`src/dtq_pkg.sv`:
```
`timescale 1ns / 1ps
package dtq_pkg;

	localparam int NUM_SLOTS = 16;
	localparam int SLOT_W    = $clog2(NUM_SLOTS);
	localparam int TIME_W    = 48;
	localparam int PER_W     = 32;
	localparam int MAX_OUT   = 16;
	localparam int N_W       = $clog2(MAX_OUT + 1);
	localparam int CNT_W     = $clog2(NUM_SLOTS + 2);

	localparam logic [2:0] OP_ADD     = 3'd0;
	localparam logic [2:0] OP_CANCEL  = 3'd1;
	localparam logic [2:0] OP_REFRESH = 3'd2;
	localparam logic [2:0] OP_RESET   = 3'd3;
	localparam logic [2:0] OP_QUERY   = 3'd4;
	localparam logic [2:0] OP_COLLECT = 3'd5;

	localparam logic [1:0] ST_OK       = 2'd0;
	localparam logic [1:0] ST_INACTIVE = 2'd1;
	localparam logic [1:0] ST_FULL     = 2'd2;
	localparam logic [1:0] ST_NONE_DUE = 2'd3;

	typedef enum logic [2:0] {
		CMD_NONE,
		CMD_LOAD,
		CMD_DISARM,
		CMD_REFRESH,
		CMD_RESET,
		CMD_TAKE,
		CMD_COLLECT
	} cmd_code_t;

	typedef struct packed {
		cmd_code_t          code;
		logic [SLOT_W-1:0]  slot;
		logic [TIME_W-1:0]  base;
		logic [TIME_W-1:0]  now;
		logic [PER_W-1:0]   per;
		logic               rep;
	} cell_cmd_t;

	typedef struct packed {
		logic               found;
		logic [SLOT_W-1:0]  idx;
		logic [TIME_W-1:0]  dl;
	} cand_t;

	function automatic logic [TIME_W-1:0] sat_add(input logic [TIME_W-1:0] a,
			input logic [TIME_W-1:0] b);
		logic [TIME_W:0] s;
		s = {1'b0, a} + {1'b0, b};
		return s[TIME_W] ? {TIME_W{1'b1}} : s[TIME_W-1:0];
	endfunction

endpackage

```
`src/dtq_cell.sv`:
```
`timescale 1ns / 1ps
module dtq_cell (
	input  logic                          clk,
	input  logic                          arst_n,
	input  logic [dtq_pkg::SLOT_W-1:0]    idx,
	input  dtq_pkg::cell_cmd_t            cmd,
	input  logic                          due_mode,
	input  dtq_pkg::cand_t                cin,
	output dtq_pkg::cand_t                cout,
	output logic                          armed,
	output logic                          taken,
	output logic [dtq_pkg::TIME_W-1:0]    deadline,
	output logic [dtq_pkg::PER_W-1:0]     period
);

	logic                          armed_q, taken_q, rearm_q;
	logic [dtq_pkg::TIME_W-1:0]    deadline_q;
	logic [dtq_pkg::PER_W-1:0]     period_q;
	dtq_pkg::cand_t                cout_q;
	logic                          hit, own_per, eligible, better;
	logic [dtq_pkg::PER_W-1:0]     addend;
	logic [dtq_pkg::TIME_W-1:0]    sum;

	assign hit     = (cmd.slot == idx);
	assign own_per = (cmd.code == dtq_pkg::CMD_REFRESH) || (cmd.code == dtq_pkg::CMD_COLLECT);
	assign addend  = own_per ? period_q : cmd.per;
	assign sum     = dtq_pkg::sat_add(cmd.base,
		{{(dtq_pkg::TIME_W - dtq_pkg::PER_W){1'b0}}, addend});

	// local candidate: strict less wins, since lower slots sit upstream
	assign eligible = armed_q && (!due_mode || (!taken_q && deadline_q <= cmd.now));
	assign better   = eligible && (!cin.found || deadline_q < cin.dl);

	always_ff @(posedge clk or negedge arst_n) begin
		if (!arst_n) begin
			armed_q  <= 1'b0;
			taken_q  <= 1'b0;
			period_q <= '0;
			cout_q   <= '0;
		end else begin
			cout_q <= better ? dtq_pkg::cand_t'{found: 1'b1, idx: idx, dl: deadline_q} : cin;
			case (cmd.code)
				dtq_pkg::CMD_LOAD: begin
					if (hit) begin
						armed_q  <= 1'b1;
						period_q <= cmd.per;
					end
				end
				dtq_pkg::CMD_DISARM: begin
					if (hit)
						armed_q <= 1'b0;
				end
				dtq_pkg::CMD_RESET: begin
					if (hit)
						period_q <= cmd.per;
				end
				dtq_pkg::CMD_TAKE: begin
					if (hit)
						taken_q <= 1'b1;
				end
				dtq_pkg::CMD_COLLECT: begin
					if (taken_q && !rearm_q)
						armed_q <= 1'b0;
					taken_q <= 1'b0;
				end
				default: ;
			endcase
		end
	end

	always_ff @(posedge clk) begin
		case (cmd.code) inside
			dtq_pkg::CMD_LOAD: begin
				if (hit) begin
					rearm_q    <= cmd.rep;
					deadline_q <= sum;
				end
			end
			dtq_pkg::CMD_REFRESH, dtq_pkg::CMD_RESET: begin
				if (hit)
					deadline_q <= sum;
			end
			dtq_pkg::CMD_COLLECT: begin
				if (taken_q && rearm_q)
					deadline_q <= sum;
			end
			default: ;
		endcase
	end

	assign cout     = cout_q;
	assign armed    = armed_q;
	assign taken    = taken_q;
	assign deadline = deadline_q;
	assign period   = period_q;

endmodule
```
`config.mk`:
```
export PLATFORM = sky130hd
export DESIGN_NAME = dtq_cell
export DESIGN_NICKNAME = d
export VERILOG_FILES = /design/src/dtq_pkg.sv /design/src/dtq_cell.sv
export SDC_FILE = /design/constraint.sdc
export NUM_CORES = 1
export LEC_CHECK = 0
export ABC_CLOCK_PERIOD_IN_PS = 12200
export BUFFER_PORTS_ARGS = -buffer_cell sky130_fd_sc_hd__buf_2
export CORE_ASPECT_RATIO = 1.1
export CORE_MARGIN = 2
export CORE_UTILIZATION = 45
export DETAILED_ROUTE_END_ITERATION = 10
export PLACE_DENSITY = 0.72
export SYNTH_ARGS = -nofsm -noshare
export SYNTH_HDL_FRONTEND = slang
export SYNTH_SLANG_ARGS = --single-unit
```
`constraint.sdc`:
```
create_clock -name clk -period 12.2 [get_ports clk]
set_input_delay 0.61 -clock clk [delete_from_list [all_inputs] [get_ports clk]]
set_output_delay 0.61 -clock clk [all_outputs]
set_load 0.01 [all_outputs]
```
==> out/metrics.yaml <==
pwr:
  ir_drop_uv: 93.1
  powerDensity_mw_per_mm2: 138
  p_leak_nw: 6.41
setup_path:
  cp-start-kind: "input pin"
  cp_max_fo: 32
  end_kind: "register"
  worst_ep_required_time_ps: 12320
  path_cells: "buf_2 > nand2b_1 > nand2_1 > nand2_1 > buf_4 > mux2_2 > ha_1 > a21oi_1 > o21ai_0 > a2111oi_0 > o21ba_2 > a21oi_1 > o21bai_2 > and2_1 > a31oi_1"
  cp_slowest_cell: "and2_1"
  cp.arrival_ps: 5270
  critical-path-max-stage-delay_ps: 880
  reg2reg_depth: 10
  path_class: "in2reg"
route:
  firstDrtPassIters: 5
  viasPerCell: 5.41
  ant_nets: 0
  wl_mm: 30.2
  first_iter_violations: 661
  routedWlPerCell_um: 17.7
  vias: 9225
  drcViolationCount: 0
cells_and_area:
  finalNonFillerCells: 1704
  regArea_mm2: 0.00365
  multi_input_area_mm2: 0.00614
  final_nets: 1713
  area.growth.synth_to_final_pct: 25.3
  nFillCells: 1981
  layout-drive-gt1-share_pct: 31.7
  utilization_pct: 56.9
logic_synthesis:
  synth-main-ff-cell: "dfrtp_1"
  synth.distinct_cells: 66
  ys_async_sr_fraction_pct: 64.0
  yosys-top-cells-count: "ha_1, inv_1, a21oi_1, dfrtp_1, nor2_1"
  syn_inst: 1062
  yosysTopAreaCell: "dfrtp_1"
  synth_top_area_share_pct: 21.1
  ys_ff_latch: 136
  synth.avg_cell_area_um2: 9.71
  syn-num-nets: 1389
  syn_area_mm2: 0.0103
  synth-edff-count: 49
  synth_top_cells_by_area: "dfrtp_1, ha_1, edfxtp_1"
  yosys_warnings: 0
  yosysMostFrequentCell: "ha_1"
  synth-seq-area-share_pct: 35.4
placement:
  placedCellCount: 1667
  hpwlAfterDp_mm: 24.1
  globalplace.congestion: 0.873
  portBuffers: 330
floorplan:
  dieWidth_um: 148
  die_area_mm2: 0.0242
  core_mm2: 0.0227
  pin_count: 331
  die_h_um: 163
  rows: 58
  start_util_pct: 45.4
global_routing:
  grt_max_degree: 74
  antenna_found_initial: 5
  grt_pass1_wl_mm: 46.6
  grt_usage_pct: 24.6
  first_global_vias: 9030
  globalRouteOverflowTotal: 0
timing:
  hold_viol_final: 0
  fmax_mhz: 195
  relSlewSlack_pct: 22.2
  slew_viol_final: 0
  rsz0062_at_grt: "false"
  clock_skew_ps: 10.3
  worstMarginPinSlew_ps: 1170
  min_period_ps: 5140
  setup_violations: 0
  period_share_pct: 42.1
  tns_ps: 0
clock_tree:
  clkTransAtPathRegs_ps: 60
  cts-htree-levels: 4
  tritoncts: "built"
  clk_path_buf_depth: 2
  cts_setup_buffers: 0
  cts_root_buffer: "clkbuf_16"
  ctsResizeCount: 0
  clk_latency_ps: 420
  holdBufCountCts: 0
  cts_buffers: 17
  cts.sinks: 136
status:
  status: "finished clean"
worst_hold_path:
  min_path_type: "in2async"
job:
  cap_violations: 0
[worst paths after layout]
kind	start	end	slack, ps
max	cmd[135]	deadline[47]	7060
min	arst_n	period[7]	140
max reg2reg	deadline[13]	cout[49]	7720
min reg2reg	period[9]	period[9]	520
max in group asynchronous	arst_n	cout[45]	10980
min in group clk	cmd[0]	rearm_q	380
[metrics by stage]
step	worst slack [ps]	cell area (um2)	hold slack (ps)	power [W]
2_1_floorplan	7480	10300	314	0.00100
3_5_place_dp	6620	12300	510	0.00123
5_1_grt	6620	12900	175	0.00189
4_1_cts	7050	12900	160	0.00179
3_3_place_gp	6780	12300	513	0.00122
6_report	7060	12900	142	0.00178
[layer usage]
metal | global-route usage (%) | routed length [um] | vias to the layer above
li1 | - | - | 4520
met1 | 30.9 | 12700 | 4312
met2 | 41.7 | 14700 | 322
met3 | 4.87 | 1820 | 67
met4 | 9.39 | 943 | 4
met5 | 0 | 29 | -
[layout make-up]
cell class	instances	share of cell area [%]
clock inverter	11	1.02
antenna	5	0.0968
timing repair buffer	335	13.1
sequential	136	28.2
multi-input combinational	786	47.6
inverter	110	3.20
tap	300	2.91
clock buffer	21	3.90
[placed cells by master (no fill, tap or decap), types with 24 or more instances in the layout]
master,n
a21oi_1,88
dfrtp_1,87
o21ai_0,31
nand4_1,25
mux2_1,50
nand2_1,51
a21o_1,30
xnor2_1,24
inv_1,110
edfxtp_1,49
ha_1,130
mux2_2,64
a31oi_1,29
buf_2,329
nor2_1,76
[power by group]
part           total [W]  switching (W)  leakage, nW  internal, W
Sequential      0.000636      0.0000672         1.51     0.000568
Combinational   0.000588       0.000319         4.59     0.000269
Clock           0.000558       0.000218        0.307     0.000340
Total            0.00178       0.000604         6.41      0.00118
[flip-flops by register name, summed over array words and instances (netlist names)]
| register | flops |
|---|---|
| cout | 53 |
| period | 32 |
| deadline | 48 |
| armed | 1 |
| rearm_q | 1 |
| taken | 1 |
[critical path, delay by kind of cell]
kind	cells	cell delay, ps
AOI/OAI and AO/OA	7	2040
and+or+nand+nor	4	1320
buffers and inverters	2	500
muxes	1	410
adders and majority gates	1	330
[kinds of logic (layout without fill, tap and decap cells)]
group,after synthesis,count (layout),share of synthesized area (%)
AOI/OAI and AO/OA,254,254,15.8
xor gates and xnor gates,41,41,3.48
adders and majority gates,131,131,16.0
buffers and inverters,140,477,5.35
DFF,136,136,35.4
muxes,117,117,12.7
other,0,5,0
and+or+nand+nor,243,243,11.3
(Power assumes the default switching activity.)
